`config.mk`:
```
export PLATFORM = sky130hd
export DESIGN_NAME = coalescing_event_queue
export DESIGN_NICKNAME = d
export VERILOG_FILES = /design/src/rtl/ceq_pkg.sv /design/src/rtl/coalescing_event_queue.sv
export SDC_FILE = /design/constraint.sdc
export NUM_CORES = 2
export LEC_CHECK = 0
export BUFFER_PORTS_ARGS = -buffer_cell sky130_fd_sc_hd__buf_4
export CAP_MARGIN = 20
export CORE_UTILIZATION = 55
export CTS_CLUSTER_SIZE = 30
export DETAILED_ROUTE_END_ITERATION = 16
export MAX_ROUTING_LAYER = met4
export PLACE_DENSITY = 0.73
export SLEW_MARGIN = 20
export SYNTH_ARGS = -nofsm -noshare
export SYNTH_HDL_FRONTEND = slang
export SYNTH_SLANG_ARGS = --single-unit
```
`constraint.sdc`:
```
create_clock -name i_clk -period 12.6 [get_ports i_clk]
set_clock_uncertainty 0.2 [all_clocks]
set_input_delay 0 -clock i_clk [delete_from_list [all_inputs] [get_ports i_clk]]
set_output_delay 0 -clock i_clk [all_outputs]
set_load 0.005 [all_outputs]
```
`src/rtl/ceq_pkg.sv`:
```
// Shared types and constants for the coalescing event queue.
// Holds command, result and sequencer state encodings; depends on nothing.
package ceq_pkg;

    // Width of the register-bus byte address.
    localparam int PADDR_W = 3;

    // Register index of the enable register (paddr bit 2 selects the register).
    localparam logic CFG_ENABLE = 1'b0;

    typedef enum logic [1:0] {
        CMD_REGISTER   = 2'd0,
        CMD_UNREGISTER = 2'd1,
        CMD_NOTIFY     = 2'd2,
        CMD_POP        = 2'd3
    } t_cmd;

    typedef enum logic [2:0] {
        RC_OK          = 3'd0,
        RC_INVALID     = 3'd1,
        RC_NOT_ENABLED = 3'd2,
        RC_DUP_FULL    = 3'd3,
        RC_NOT_FOUND   = 3'd4,
        RC_EMPTY       = 3'd5
    } t_rc;

    typedef enum logic [3:0] {
        S_IDLE,
        S_SCAN,
        S_SCAN_END,
        S_UNL_RD,
        S_PRED,
        S_PRED_END,
        S_COMMIT,
        S_POP_RD,
        S_POP_WB,
        S_DONE
    } t_state;

endpackage

```
`src/rtl/coalescing_event_queue.sv`:
```
// Coalescing event queue: slot table, pending FIFO kept as a linked list, status counters.
// Depends on ceq_pkg for command, result code and sequencer state encodings.
//
//  Channel   | Handshake                         | Payload
//  ----------+-----------------------------------+------------------------------------------
//  command   | start in, busy out                | i_cmd, i_node_id, i_token
//  result    | o_done strobe, one cycle          | o_result_code, o_token_out, counters
//  register  | psel/penable/pwrite, pready = 1   | paddr, pwdata, prdata (enable at 0x0)
//
// An item is taken at a clock edge where start is high and busy is low. Register and notify
// scan the slot memories one slot per cycle through a single read port before their result
// strobe is shown. Unregistering a queued slot needs a second scan to find its predecessor in
// the FIFO. A pop reads the head slot and then unlinks it; a command refused at acceptance
// goes straight to its result. busy falls in the cycle the strobe is shown, so the next item
// may be taken right then. The result strobe cannot be stalled.
// Reset is synchronous and active low; it frees all slots through per-slot occupancy flops,
// so no clearing pass runs and the block takes items right after reset.
module coalescing_event_queue #(
    parameter int SLOT_COUNT = 16
) (
    input  logic                        i_clk,
    input  logic                        i_rst_n,
    // Command channel.
    input  logic                        start,
    output logic                        busy,
    input  logic [1:0]                  i_cmd,
    input  logic [15:0]                 i_node_id,
    input  logic [31:0]                 i_token,
    // Result channel.
    output logic                        o_done,
    output logic [2:0]                  o_result_code,
    output logic [31:0]                 o_token_out,
    output logic [4:0]                  o_registered_count,
    output logic [4:0]                  o_pending_count,
    output logic [4:0]                  o_max_pending,
    output logic [31:0]                 o_coalesced_count,
    output logic [31:0]                 o_delivered_count,
    // Register port.
    input  logic                        psel,
    input  logic                        penable,
    input  logic                        pwrite,
    input  logic [ceq_pkg::PADDR_W-1:0] paddr,
    input  logic [31:0]                 pwdata,
    output logic [31:0]                 prdata,
    output logic                        pready
);
    import ceq_pkg::*;

    // Slot index width and width of counts that can reach SLOT_COUNT itself.
    localparam int IW = (SLOT_COUNT > 1) ? $clog2(SLOT_COUNT) : 1;
    localparam int CW = $clog2(SLOT_COUNT + 1);
    localparam logic [IW-1:0] LAST_IDX = IW'(SLOT_COUNT - 1);

    // Sequencer and control state.
    t_state r_state, n_state;
    logic   r_enable, n_enable;
    logic   r_cmp_vld, n_cmp_vld;
    logic   r_done, n_done;

    // Slot flags: occupancy stands in for "node is nonzero", so a slot that was never written
    // reads as free without any clearing of the memories.
    logic [SLOT_COUNT-1:0] r_occ, n_occ;
    logic [SLOT_COUNT-1:0] r_pend, n_pend;

    // FIFO pointers and counters.
    logic [IW-1:0] r_head, n_head;
    logic [IW-1:0] r_tail, n_tail;
    logic [CW-1:0] r_reg_cnt, n_reg_cnt;
    logic [CW-1:0] r_pend_cnt, n_pend_cnt;
    logic [CW-1:0] r_peak, n_peak;
    logic [31:0]   r_coal, n_coal;
    logic [31:0]   r_deliv, n_deliv;

    // Latched command and scan bookkeeping.
    t_cmd          r_cmd, n_cmd;
    logic [15:0]   r_node, n_node;
    logic [31:0]   r_tok, n_tok;
    logic [IW-1:0] r_idx, n_idx;
    logic [IW-1:0] r_cmp_idx, n_cmp_idx;
    logic          r_dup, n_dup;
    logic          r_free_found, n_free_found;
    logic [IW-1:0] r_free_idx, n_free_idx;
    logic          r_hit, n_hit;
    logic [IW-1:0] r_hit_idx, n_hit_idx;
    logic          r_pred_found, n_pred_found;
    logic [IW-1:0] r_pred_idx, n_pred_idx;
    logic [IW-1:0] r_succ, n_succ;
    t_rc           r_code, n_code;
    logic [31:0]   r_tok_out, n_tok_out;

    // Result registers.
    t_rc         r_res_code, n_res_code;
    logic [31:0] r_res_tok, n_res_tok;
    logic [4:0]  r_res_reg, n_res_reg;
    logic [4:0]  r_res_pend, n_res_pend;
    logic [4:0]  r_res_peak, n_res_peak;
    logic [31:0] r_res_coal, n_res_coal;
    logic [31:0] r_res_deliv, n_res_deliv;

    // Slot memories with one shared read address and registered read data.
    logic [15:0]   r_node_mem [SLOT_COUNT];
    logic [31:0]   r_tok_mem  [SLOT_COUNT];
    logic [IW-1:0] r_next_mem [SLOT_COUNT];
    logic [15:0]   r_node_q;
    logic [31:0]   r_tok_q;
    logic [IW-1:0] r_next_q;

    logic [IW-1:0] rd_addr;
    logic          slot_we;
    logic [IW-1:0] slot_wa;
    logic          next_we;
    logic [IW-1:0] next_wa;
    logic [IW-1:0] next_wd;

    t_cmd cmd_in;
    logic cfg_wr;

    assign cmd_in = t_cmd'(i_cmd);
    assign cfg_wr = psel && penable && pwrite;

    always_comb begin
        n_state      = r_state;
        n_enable     = r_enable;
        n_cmp_vld    = 1'b0;
        n_cmp_idx    = r_idx;
        n_done       = 1'b0;
        n_occ        = r_occ;
        n_pend       = r_pend;
        n_head       = r_head;
        n_tail       = r_tail;
        n_reg_cnt    = r_reg_cnt;
        n_pend_cnt   = r_pend_cnt;
        n_peak       = r_peak;
        n_coal       = r_coal;
        n_deliv      = r_deliv;
        n_cmd        = r_cmd;
        n_node       = r_node;
        n_tok        = r_tok;
        n_idx        = r_idx;
        n_dup        = r_dup;
        n_free_found = r_free_found;
        n_free_idx   = r_free_idx;
        n_hit        = r_hit;
        n_hit_idx    = r_hit_idx;
        n_pred_found = r_pred_found;
        n_pred_idx   = r_pred_idx;
        n_succ       = r_succ;
        n_code       = r_code;
        n_tok_out    = r_tok_out;
        n_res_code   = r_res_code;
        n_res_tok    = r_res_tok;
        n_res_reg    = r_res_reg;
        n_res_pend   = r_res_pend;
        n_res_peak   = r_res_peak;
        n_res_coal   = r_res_coal;
        n_res_deliv  = r_res_deliv;
        rd_addr      = r_idx;
        slot_we      = 1'b0;
        slot_wa      = r_free_idx;
        next_we      = 1'b0;
        next_wa      = r_tail;
        next_wd      = r_cmp_idx;

        if (cfg_wr && paddr[PADDR_W-1] == CFG_ENABLE) begin
            n_enable = pwdata[0];
        end

        // Compare stage: works on the slot whose read was issued in the previous cycle.
        if (r_cmp_vld) begin
            if (r_state == S_PRED || r_state == S_PRED_END) begin
                // The predecessor is the queued slot, other than the tail, that links to the victim.
                if (r_pend[r_cmp_idx] && r_cmp_idx != r_tail && r_next_q == r_hit_idx) begin
                    n_pred_found = 1'b1;
                    n_pred_idx   = r_cmp_idx;
                end
            end else begin
                case (r_cmd)
                    CMD_REGISTER: begin
                        if (r_occ[r_cmp_idx] && r_tok_q == r_tok) begin
                            n_dup = 1'b1;
                        end
                        if (!r_occ[r_cmp_idx] && !r_free_found) begin
                            n_free_found = 1'b1;
                            n_free_idx   = r_cmp_idx;
                        end
                    end
                    CMD_UNREGISTER: begin
                        if (r_occ[r_cmp_idx] && r_node_q == r_node && r_tok_q == r_tok) begin
                            n_hit     = 1'b1;
                            n_hit_idx = r_cmp_idx;
                        end
                    end
                    CMD_NOTIFY: begin
                        if (r_occ[r_cmp_idx] && r_node_q == r_node) begin
                            if (r_pend[r_cmp_idx]) begin
                                n_coal = r_coal + 32'd1;
                            end else begin
                                n_pend[r_cmp_idx] = 1'b1;
                                if (r_pend_cnt != '0) begin
                                    next_we = 1'b1;
                                    next_wa = r_tail;
                                    next_wd = r_cmp_idx;
                                end else begin
                                    n_head = r_cmp_idx;
                                end
                                n_tail     = r_cmp_idx;
                                n_pend_cnt = r_pend_cnt + CW'(1);
                                if (n_pend_cnt > r_peak) begin
                                    n_peak = n_pend_cnt;
                                end
                            end
                        end
                    end
                    default: begin
                    end
                endcase
            end
        end

        case (r_state)
            S_IDLE: begin
                if (start) begin
                    n_cmd        = cmd_in;
                    n_node       = i_node_id;
                    n_tok        = i_token;
                    n_idx        = '0;
                    n_dup        = 1'b0;
                    n_free_found = 1'b0;
                    n_hit        = 1'b0;
                    n_pred_found = 1'b0;
                    n_tok_out    = '0;
                    if (((cmd_in inside {CMD_REGISTER, CMD_UNREGISTER})
                            && (i_node_id == '0 || i_token == '0))
                            || (cmd_in == CMD_NOTIFY && i_node_id == '0)) begin
                        n_code  = RC_INVALID;
                        n_state = S_DONE;
                    end else if (!r_enable) begin
                        n_code  = RC_NOT_ENABLED;
                        n_state = S_DONE;
                    end else if (cmd_in == CMD_POP) begin
                        if (r_pend_cnt == '0) begin
                            n_code  = RC_EMPTY;
                            n_state = S_DONE;
                        end else begin
                            n_state = S_POP_RD;
                        end
                    end else begin
                        n_state = S_SCAN;
                    end
                end
            end
            S_SCAN: begin
                rd_addr   = r_idx;
                n_cmp_vld = 1'b1;
                n_cmp_idx = r_idx;
                if (r_idx == LAST_IDX) begin
                    n_state = S_SCAN_END;
                end else begin
                    n_idx = r_idx + IW'(1);
                end
            end
            S_SCAN_END: begin
                // Decisions include the compare of the last slot done in this cycle.
                case (r_cmd)
                    CMD_REGISTER: begin
                        if (n_dup || !n_free_found) begin
                            n_code  = RC_DUP_FULL;
                            n_state = S_DONE;
                        end else begin
                            n_state = S_COMMIT;
                        end
                    end
                    CMD_UNREGISTER: begin
                        if (!n_hit) begin
                            n_code  = RC_NOT_FOUND;
                            n_state = S_DONE;
                        end else if (r_pend[n_hit_idx]) begin
                            n_state = S_UNL_RD;
                        end else begin
                            n_state = S_COMMIT;
                        end
                    end
                    default: begin
                        n_code  = RC_OK;
                        n_state = S_DONE;
                    end
                endcase
            end
            S_UNL_RD: begin
                rd_addr = r_hit_idx;
                n_idx   = '0;
                n_state = S_PRED;
            end
            S_PRED: begin
                if (r_idx == '0) begin
                    n_succ = r_next_q;
                end
                rd_addr   = r_idx;
                n_cmp_vld = 1'b1;
                n_cmp_idx = r_idx;
                if (r_idx == LAST_IDX) begin
                    n_state = S_PRED_END;
                end else begin
                    n_idx = r_idx + IW'(1);
                end
            end
            S_PRED_END: begin
                n_state = S_COMMIT;
            end
            S_COMMIT: begin
                n_code  = RC_OK;
                n_state = S_DONE;
                case (r_cmd)
                    CMD_REGISTER: begin
                        slot_we            = 1'b1;
                        slot_wa            = r_free_idx;
                        n_occ[r_free_idx]  = 1'b1;
                        n_pend[r_free_idx] = 1'b0;
                        n_reg_cnt          = r_reg_cnt + CW'(1);
                    end
                    CMD_UNREGISTER: begin
                        n_occ[r_hit_idx] = 1'b0;
                        n_reg_cnt        = r_reg_cnt - CW'(1);
                        if (r_pend[r_hit_idx]) begin
                            n_pend[r_hit_idx] = 1'b0;
                            n_pend_cnt        = r_pend_cnt - CW'(1);
                            if (r_pred_found) begin
                                next_we = 1'b1;
                                next_wa = r_pred_idx;
                                next_wd = r_succ;
                            end else begin
                                n_head = r_succ;
                            end
                            if (r_tail == r_hit_idx) begin
                                n_tail = r_pred_found ? r_pred_idx : '0;
                            end
                            if (r_pend_cnt == CW'(1)) begin
                                n_head = '0;
                            end
                        end
                    end
                    default: begin
                    end
                endcase
            end
            S_POP_RD: begin
                rd_addr = r_head;
                n_state = S_POP_WB;
            end
            S_POP_WB: begin
                n_tok_out      = r_tok_q;
                n_head         = (r_pend_cnt == CW'(1)) ? '0 : r_next_q;
                if (r_tail == r_head) begin
                    n_tail = '0;
                end
                n_pend[r_head] = 1'b0;
                n_pend_cnt     = r_pend_cnt - CW'(1);
                n_deliv        = r_deliv + 32'd1;
                n_code         = RC_OK;
                n_state        = S_DONE;
            end
            S_DONE: begin
                n_done      = 1'b1;
                n_res_code  = r_code;
                n_res_tok   = r_tok_out;
                n_res_reg   = 5'(r_reg_cnt);
                n_res_pend  = 5'(r_pend_cnt);
                n_res_peak  = 5'(r_peak);
                n_res_coal  = r_coal;
                n_res_deliv = r_deliv;
                n_state     = S_IDLE;
            end
            default: begin
                n_state = S_IDLE;
            end
        endcase
    end

    // Control state with synchronous reset.
    always_ff @(posedge i_clk) begin
        if (!i_rst_n) begin
            r_state    <= S_IDLE;
            r_enable   <= 1'b0;
            r_cmp_vld  <= 1'b0;
            r_done     <= 1'b0;
            r_occ      <= '0;
            r_pend     <= '0;
            r_head     <= '0;
            r_tail     <= '0;
            r_reg_cnt  <= '0;
            r_pend_cnt <= '0;
            r_peak     <= '0;
            r_coal     <= '0;
            r_deliv    <= '0;
        end else begin
            r_state    <= n_state;
            r_enable   <= n_enable;
            r_cmp_vld  <= n_cmp_vld;
            r_done     <= n_done;
            r_occ      <= n_occ;
            r_pend     <= n_pend;
            r_head     <= n_head;
            r_tail     <= n_tail;
            r_reg_cnt  <= n_reg_cnt;
            r_pend_cnt <= n_pend_cnt;
            r_peak     <= n_peak;
            r_coal     <= n_coal;
            r_deliv    <= n_deliv;
        end
    end

    // Payload and scan bookkeeping; every use is qualified by control state.
    always_ff @(posedge i_clk) begin
        r_cmd        <= n_cmd;
        r_node       <= n_node;
        r_tok        <= n_tok;
        r_idx        <= n_idx;
        r_cmp_idx    <= n_cmp_idx;
        r_dup        <= n_dup;
        r_free_found <= n_free_found;
        r_free_idx   <= n_free_idx;
        r_hit        <= n_hit;
        r_hit_idx    <= n_hit_idx;
        r_pred_found <= n_pred_found;
        r_pred_idx   <= n_pred_idx;
        r_succ       <= n_succ;
        r_code       <= n_code;
        r_tok_out    <= n_tok_out;
        r_res_code   <= n_res_code;
        r_res_tok    <= n_res_tok;
        r_res_reg    <= n_res_reg;
        r_res_pend   <= n_res_pend;
        r_res_peak   <= n_res_peak;
        r_res_coal   <= n_res_coal;
        r_res_deliv  <= n_res_deliv;
    end

    // Slot memories. The link memory is only read where every followed link was written.
    always_ff @(posedge i_clk) begin
        r_node_q <= r_node_mem[rd_addr];
        r_tok_q  <= r_tok_mem[rd_addr];
        r_next_q <= r_next_mem[rd_addr];
        if (slot_we) begin
            r_node_mem[slot_wa] <= r_node;
            r_tok_mem[slot_wa]  <= r_tok;
        end
        if (next_we) begin
            r_next_mem[next_wa] <= next_wd;
        end
    end

    assign busy               = (r_state != S_IDLE);
    assign o_done             = r_done;
    assign o_result_code      = r_res_code;
    assign o_token_out        = r_res_tok;
    assign o_registered_count = r_res_reg;
    assign o_pending_count    = r_res_pend;
    assign o_max_pending      = r_res_peak;
    assign o_coalesced_count  = r_res_coal;
    assign o_delivered_count  = r_res_deliv;
    assign prdata             = (paddr[PADDR_W-1] == CFG_ENABLE) ? {31'd0, r_enable} : 32'd0;
    assign pready             = 1'b1;

    // Only occupied slots can be queued.
    a_pend_in_occ: assert property (@(posedge i_clk) disable iff (!i_rst_n)
        (r_pend & ~r_occ) == '0)
        else $error("pending mark on a free slot");

    // The pending counter tracks the pending marks.
    a_pend_cnt: assert property (@(posedge i_clk) disable iff (!i_rst_n)
        $countones(r_pend) == int'(r_pend_cnt))
        else $error("pending count differs from pending marks");

    // The registered counter tracks the occupancy flags.
    a_reg_cnt: assert property (@(posedge i_clk) disable iff (!i_rst_n)
        $countones(r_occ) == int'(r_reg_cnt))
        else $error("registered count differs from occupied slots");

    // The peak never falls below the current pending count.
    a_peak: assert property (@(posedge i_clk) disable iff (!i_rst_n)
        r_pend_cnt <= r_peak)
        else $error("pending peak below pending count");

    // An accepted item always occupies the sequencer until its result is shown.
    a_accept_busy: assert property (@(posedge i_clk) disable iff (!i_rst_n)
        (start && !busy) |=> (busy && !o_done))
        else $error("accepted item did not make the block busy");

endmodule
```
Yosys cells after proc, flatten, opt, wreduce, memory -nomap -nowiden. Memories as Yosys holds them, arrays and structs flattened. A register that Yosys moved wholly into a read port is not among the register bits. Index checks and enable logic that the tools add are counted.

$add $sub $neg: 7. Multiply operators: 0. Div/mod/pow operators: 0. Magnitude comparators: 10. Eq/ne operators: 30. Shifts and indexed selects: 0. Multiplexer cells: 138. Bitwise logic cells: 12. Reduce and logical (&&, ||, !) cells: 49.

Operators by type and width (number): $mux W4 (44); $mux W16 (6); $pmux W16 S2 (3); $add A32 B1 Y32 const B (2); $and A16 B16 Y16 (4); $pmux W32 S2 (1); $mux W1 (50); $not A16 Y16 (3); $mux W5 (7); $eq A32 B32 Y1 (1); $logic_not A32 Y1 (1); $mux W32 (1); $or A16 B16 Y16 (2); $pmux W4 S2 (4); $pmux W4 S8 (1); $lt A4 B5 Y1 const B (5); $mux W3 (8); $pmux W5 S2 (2); $bmux W1 S4 (4); $demux W1 S4 (4); $eq A16 B16 Y1 (1); $eq A4 B3 Y1 const B (4); $ge A4 B1 Y1 const B (4); $logic_not A16 Y1 (1); other kinds (36) (83).

Bits in registers: 353. Bits in latches: 0. Bits in writable memories: 832. Bits in read-only memories: 0. Bits of input ports: 91. Output and inout bits: 149. Logic and storage cells: 284. Memories: 3.

Memories: r_tok_mem (depth 16, width 32, rd ports 1, clocked after Yosys merged registers in 1, write ports 1, line coalescing_event_queue.sv:102) `logic [31:0] r_tok_mem [SLOT_COUNT];`; r_node_mem (depth 16, width 16, rd ports 1, clocked after Yosys merged registers in 1, write ports 1, line coalescing_event_queue.sv:101) `logic [15:0] r_node_mem [SLOT_COUNT];`; r_next_mem (depth 16, width 4, rd ports 1, clocked after Yosys merged registers in 1, write ports 1, line coalescing_event_queue.sv:103) `logic [IW-1:0] r_next_mem [SLOT_COUNT];`.

Logic depth before layout (Yosys ltp).
Depth in word-level cells: 14. Mapped depth: 14. Depth with buffers taken out: 11.

Worst setup path before layout. Ideal clock, no wire load.

Kind: register to register. Start: register r_state[2]. End: memory r_node_mem[5][0] (enable). Library setup time: 0.575 ns. Data arrival time: 5.666 ns. Required time: 11.825 ns. Slack: 6.159 ns. Stages on the path, launching flop included: 7. Buffers on the path: 1. Clock period less this slack: 6.441 ns. Cell sequence: dfxtp_1 > buf_2 > nor2b_1 > nand3b_1 > nor2_1 > nand2_1 > nor4_1.

Cells in the longest elaborated chain, start to end: 4.

RTL lines: start, declared (line coalescing_event_queue.sv:55) `t_state r_state, n_state;`; start signal, assigned (line coalescing_event_queue.sv:396) `r_state <= n_state;`; $eq A4 B3 Y1 (line coalescing_event_queue.sv:220) `case (r_state)`; $mux W1 (line coalescing_event_queue.sv:220); $mux W1 (line coalescing_event_queue.sv:443) `if (slot_we) begin`; $mux W1 (implied by the code) (line coalescing_event_queue.sv:444) `r_node_mem[slot_wa] <= r_node;`; end, declared (line coalescing_event_queue.sv:101).

Every way passes these cells.

Worst setup path in the final report.
Start: register r_state[1]. End: register r_tok_q[28] (read register of r_tok_mem).

Cells in the longest elaborated chain, start to end: 2. Elaborated cells between the ends (all ways): 3. Those cells by class: eq/ne (2); mux (1).

RTL lines: $eq A4 B3 Y1 / $eq A4 B2 Y1 (equally long branches) (line coalescing_event_queue.sv:220); $pmux W4 S2 (*) (line coalescing_event_queue.sv:220); end, declared (line coalescing_event_queue.sv:105) `logic [31:0] r_tok_q;`.

Mark *: on every way between the ends. The rest lies on a longest branch, timed or not. A chain may end at the register's enable or synchronous reset.

==> PnR_summary.wiki <==
{| class="wikitable"
! Metric !! Value
|-
| Run status || complete, no violations
|-
| Routability cong. || just over 0.9
|-
| Post-cts repair resize count || 0
|-
| Crit Reg-Reg Startpoint || r_state[1]
|-
| Leading post-synthesis cells by cell area || sky130_fd_sc_hd__edfxtp_1 (65%), sky130_fd_sc_hd__mux4_2 (10%), sky130_fd_sc_hd__dfxtp_1 (7.8%), sky130_fd_sc_hd__xnor2_1 (1.9%), sky130_fd_sc_hd__mux2i_1 (1.6%)
|-
| Starting utilization of the core area || 0.558
|-
| Area after DPL || 51100 sq um
|-
| Post-detailed-route via-to-cell ratio || ~6.0
|-
| Chip Width || around 300 microns
|-
| Post-synthesis sequential element count || between 1000 and 1500
|-
| Sequential share of the synthesized area || 0.726
|-
| Path class of the lowest-slack min-delay path || in -> out
|-
| Required time of the critical path || around 13 ns
|-
| Half-perimeter wire length after detailed placement || around 58 mm
|-
| Number of warning messages in the yosys log || 0
|-
| GRT met1 Usage || 0.337
|-
| Via count of the first global-routing pass || roughly 26000
|-
| Summed area of non-filler cells in the final layout || between 50000 and 60000 sq um
|-
| Fraction of post-synthesis cell area in the top cell type by area || 0.648
|-
| Row count || between 100 and 150
|-
| Bufs and invs on worst path || 2
|-
| Final global-route overflow total || 0
|-
| Buffers on Ports || about 170
|-
| TritonCTS Buffers || roughly 120
|-
| Setup violation total in the final timing report || 0
|-
| Most used flip-flop cell after synthesis || sky130_fd_sc_hd__edfxtp_1
|-
| Root Buffer Master || sky130_fd_sc_hd__clkbuf_16
|-
| Clock transition time at the flip-flop clock pins of the worst setup and hold paths || ~0.060 ns
|-
| Number of distinct standard cells referenced by the synthesized netlist || 76
|-
| Syn-to-layout area delta || 15.4%
|-
| Share of flip-flops with an asynchronous set or reset || 0
|-
| Floorplan core area || roughly 87000 sq um
|-
| Largest stage delay on the critical path || 0.87 ns
|-
| Final core area utilization || 0.644
|-
| Cell family with most CP delay || buffers and inverters
|-
| Aggregate negative setup slack || 0 ns
|-
| DR DRC count || 0
|-
| Setup slack after layout || ~7.1 ns
|-
| Maximum number of buffers from clock root to sink || 3
|-
| Worst-path cell with the longest stage delay || sky130_fd_sc_hd__a21oi_4
|-
| Total routing usage reported by global routing || 0.251
|-
| Final std cells w/o fill || 4336
|-
| Antenna Cells || 0
|-
| Final wirelength || between 100 and 150 mm
|-
| Element type at the critical path start || flip-flop
|-
| Maximum net fanout on the critical path || 45
|-
| Post-synth EDFFs || 1047
|-
| Total power divided by cell area || roughly 200 nW/um^2
|-
| Number of search-and-repair iterations in the first detailed-routing pass || 5
|-
| Worst Tran Pin Value || approximately 1.3 ns
|-
| Critical Path AT || approximately 6 ns
|-
| Vertical extent of the die || between 200 and 300 microns
|-
| Netlist area before placement || 48500 sq um
|-
| Unrepaired setup endpoints after global routing || false
|-
| Clock latency reported for the late side of the worst-skew pair || about 0.71 ns
|-
| Critical path startpoint || r_state[1]
|-
| Critical path class || reg -> reg
|-
| Levels on crit path || 9
|-
| Most heavily used metal layer in global routing || met2
|-
| Worst setup EP type || flip-flop
|-
| Cell Chain, Critical Path || nor2b_1, nand2_1, a21oi_4, buf_4, buf_4, mux4_2, nor2b_1, a211oi_1, a21oi_1
|-
| Total placed cells including tap cells || about 4000
|-
| I/O pin total || 240
|-
| Ratio of cells with drive above 1 in the final layout || 0.205
|-
| Antenna-violating nets left || 0
|-
| Endpoints failing hold || 0
|-
| Beginning of the worst hold path || paddr[2]
|-
| Largest net degree at the start of global routing || roughly 160
|-
| Number of cells produced by synthesis || 2781
|-
| Final cycle utilization of the critical path || 0.438
|-
| Slew HR || 0.164
|-
| Die outline area || 89400 sq um
|-
| Clock sink total || ~1200
|-
| Max-slew violation total from the final report || 0
|-
| Drt first-iter violations || between 2000 and 2500
|-
| Maximum level of the CTS H-tree || 3
|-
| Static Leak || between 15 and 20 nW
|-
| Post-Synthesis Mean Instance Area || ~17 sq um
|-
| Largest area contributor in the synthesized netlist || sky130_fd_sc_hd__edfxtp_1
|-
| Post-CTS Setup Bufs || 0
|-
| Fmax || roughly 180 MHz
|-
| Instance count along the most critical hold path || 3
|-
| Reg2reg path depth || 9
|-
| Worst IR Drop VDD || between 200 and 250 uV
|-
| Clock tree from TritonCTS || yes
|-
| Global-route met3 utilization || 0.0379
|-
| Post-layout minimum cycle time || ~5.5 ns
|-
| Number of buffers inserted for hold repair after clock tree synthesis || between 100 and 150
|-
| Wire length of the first global-routing pass || between 150 and 200 mm
|-
| Average detailed-routed wire length per instance || ~25 microns
|-
| Vias post-DR || between 20000 and 30000
|-
| Net count, final || roughly 3200
|-
| Met2 track demand over resource || 0.406
|-
| Worst Setup Slack post-DPL || between 6 and 7 ns
|-
| Max capacitance violation total || 0
|-
| Number of fill cells || slightly below 6000
|-
| Initial antenna violation count || 1
|}
==> power breakdown <==
part / total [mW] / leakage [nW] / internal (mW) / switching [mW]
Clock: 3.52 / 1.88 / 2.02 / 1.49
Combinational: 2.33 / 5.82 / 1.09 / 1.23
Sequential: 5.31 / 11.0 / 4.96 / 0.350
==> routing by layer <==
| layer | vias to the layer above | share of wire |
|---|---|---|
| met2 | 1026 | 0.50 |
| met5 | - | 0 |
| met4 | 0 | 0.021 |
| li1 | 11400 | - |
| met3 | 182 | 0.069 |
| met1 | 13400 | 0.41 |
==> cell usage after synthesis, types with 32 or more instances <==
cell type / n
sky130_fd_sc_hd__clkbuf_1: 89
sky130_fd_sc_hd__buf_4: 32
sky130_fd_sc_hd__and2_1: 102
sky130_fd_sc_hd__nand2_1: 104
sky130_fd_sc_hd__xnor2_1: 108
sky130_fd_sc_hd__mux2i_1: 77
sky130_fd_sc_hd__edfxtp_1: 1047
sky130_fd_sc_hd__o21ai_0: 52
sky130_fd_sc_hd__a21oi_1: 87
sky130_fd_sc_hd__nor2b_1: 76
sky130_fd_sc_hd__dfxtp_1: 190
sky130_fd_sc_hd__nand3_1: 45
sky130_fd_sc_hd__nor2_1: 103
sky130_fd_sc_hd__a211oi_1: 64
sky130_fd_sc_hd__mux4_2: 219
==> worst paths after layout <==
kind,endpoint,slack (ns)
worst max-delay path,r_tok_q[28],7.08
worst min-delay path,prdata[0],0.05
worst max register to register,r_tok_q[28],7.08
worst min register to register,o_token_out[30],0.22
==> cells in the final DEF, fill, tap and decap left out, types with 11 or more instances in the layout <==
cell,synthesis,final
sky130_fd_sc_hd__conb_1,2,32
sky130_fd_sc_hd__nor2_4,0,17
sky130_fd_sc_hd__nor4_1,18,16
sky130_fd_sc_hd__dfxtp_1,190,190
sky130_fd_sc_hd__mux2i_1,77,77
sky130_fd_sc_hd__nor3_1,16,15
sky130_fd_sc_hd__or3_1,15,15
sky130_fd_sc_hd__xor2_1,23,23
sky130_fd_sc_hd__nand4_1,23,23
sky130_fd_sc_hd__o22ai_1,13,13
sky130_fd_sc_hd__o21ai_0,52,49
sky130_fd_sc_hd__nand2_1,104,104
sky130_fd_sc_hd__a21oi_1,87,83
sky130_fd_sc_hd__buf_4,32,207
sky130_fd_sc_hd__xnor2_1,108,108
sky130_fd_sc_hd__edfxtp_1,1047,1047
sky130_fd_sc_hd__a31oi_1,13,13
sky130_fd_sc_hd__clkbuf_1,89,37
sky130_fd_sc_hd__or2_2,11,11
sky130_fd_sc_hd__o21a_1,14,14
sky130_fd_sc_hd__clkinv_2,0,13
sky130_fd_sc_hd__and3_1,22,22
sky130_fd_sc_hd__nor2_1,103,86
sky130_fd_sc_hd__nand2b_1,12,12
sky130_fd_sc_hd__a21boi_0,20,20
sky130_fd_sc_hd__a211oi_1,64,64
sky130_fd_sc_hd__ha_1,15,15
sky130_fd_sc_hd__clkbuf_8,0,12
sky130_fd_sc_hd__mux4_2,219,219
sky130_fd_sc_hd__nor2b_1,76,76
sky130_fd_sc_hd__clkinv_1,1,20
sky130_fd_sc_hd__nand3_1,45,45
sky130_fd_sc_hd__dlygate4sd3_1,0,105
sky130_fd_sc_hd__and2_1,102,102
sky130_fd_sc_hd__clkbuf_16,0,119
sky130_fd_sc_hd__inv_1,28,27
==> worst min-delay path, delay by kind of cell <==
family / cells / cell delay (ns)
and+or+nand+nor: 1 / 0.04
buffers and inverters: 2 / 0.21
==> layout make-up <==
class,instances,area (sq um),area share
flip-flops and latches,1237,35200,0.629
multi-input cells,1373,12700,0.226
clock buffers,168,3280,0.0586
repair buffers,316,2690,0.0481
well taps,1155,1450,0.0258
clock inverters,57,603,0.0108
inverters,30,113,0.00201
==> through the flow <==
stage	power [mW]	hold slack, ns
2_1_floorplan	6.97	-0.170
3_3_place_gp	7.62	-0.0116
3_5_place_dp	7.69	-0.0107
4_1_cts	11.2	0.0501
5_1_grt	11.6	0.0640
6_report	11.2	0.0476
==> kinds of logic (layout without fill, tap and decap cells) <==
group	Yosys count	count (layout)	synth area share
muxes	305	305	0.120
AOI/OAI and AO/OA	310	310	0.0418
DFF	1237	1237	0.726
other	2	32	0.000155
xor gates and xnor gates	131	131	0.0236
and+or+nand+nor	579	579	0.0644
buffers and inverters	201	571	0.0197
adders and majority gates	16	16	0.00428
==> sequential cells by signal, summed over array words and instances, names as in the netlist, 16 cells and up <==
register / cells
r_node: 16
r_occ: 16
r_deliv: 32
o_coalesced_count: 32
r_tok_q: 32
r_coal: 32
r_node_q: 16
r_next_mem: 64
r_node_mem: 256
r_pend: 16
r_tok_mem: 512
o_delivered_count: 32
o_token_out: 32
r_tok: 32
r_tok_out: 32
(Power assumes the default switching activity.)
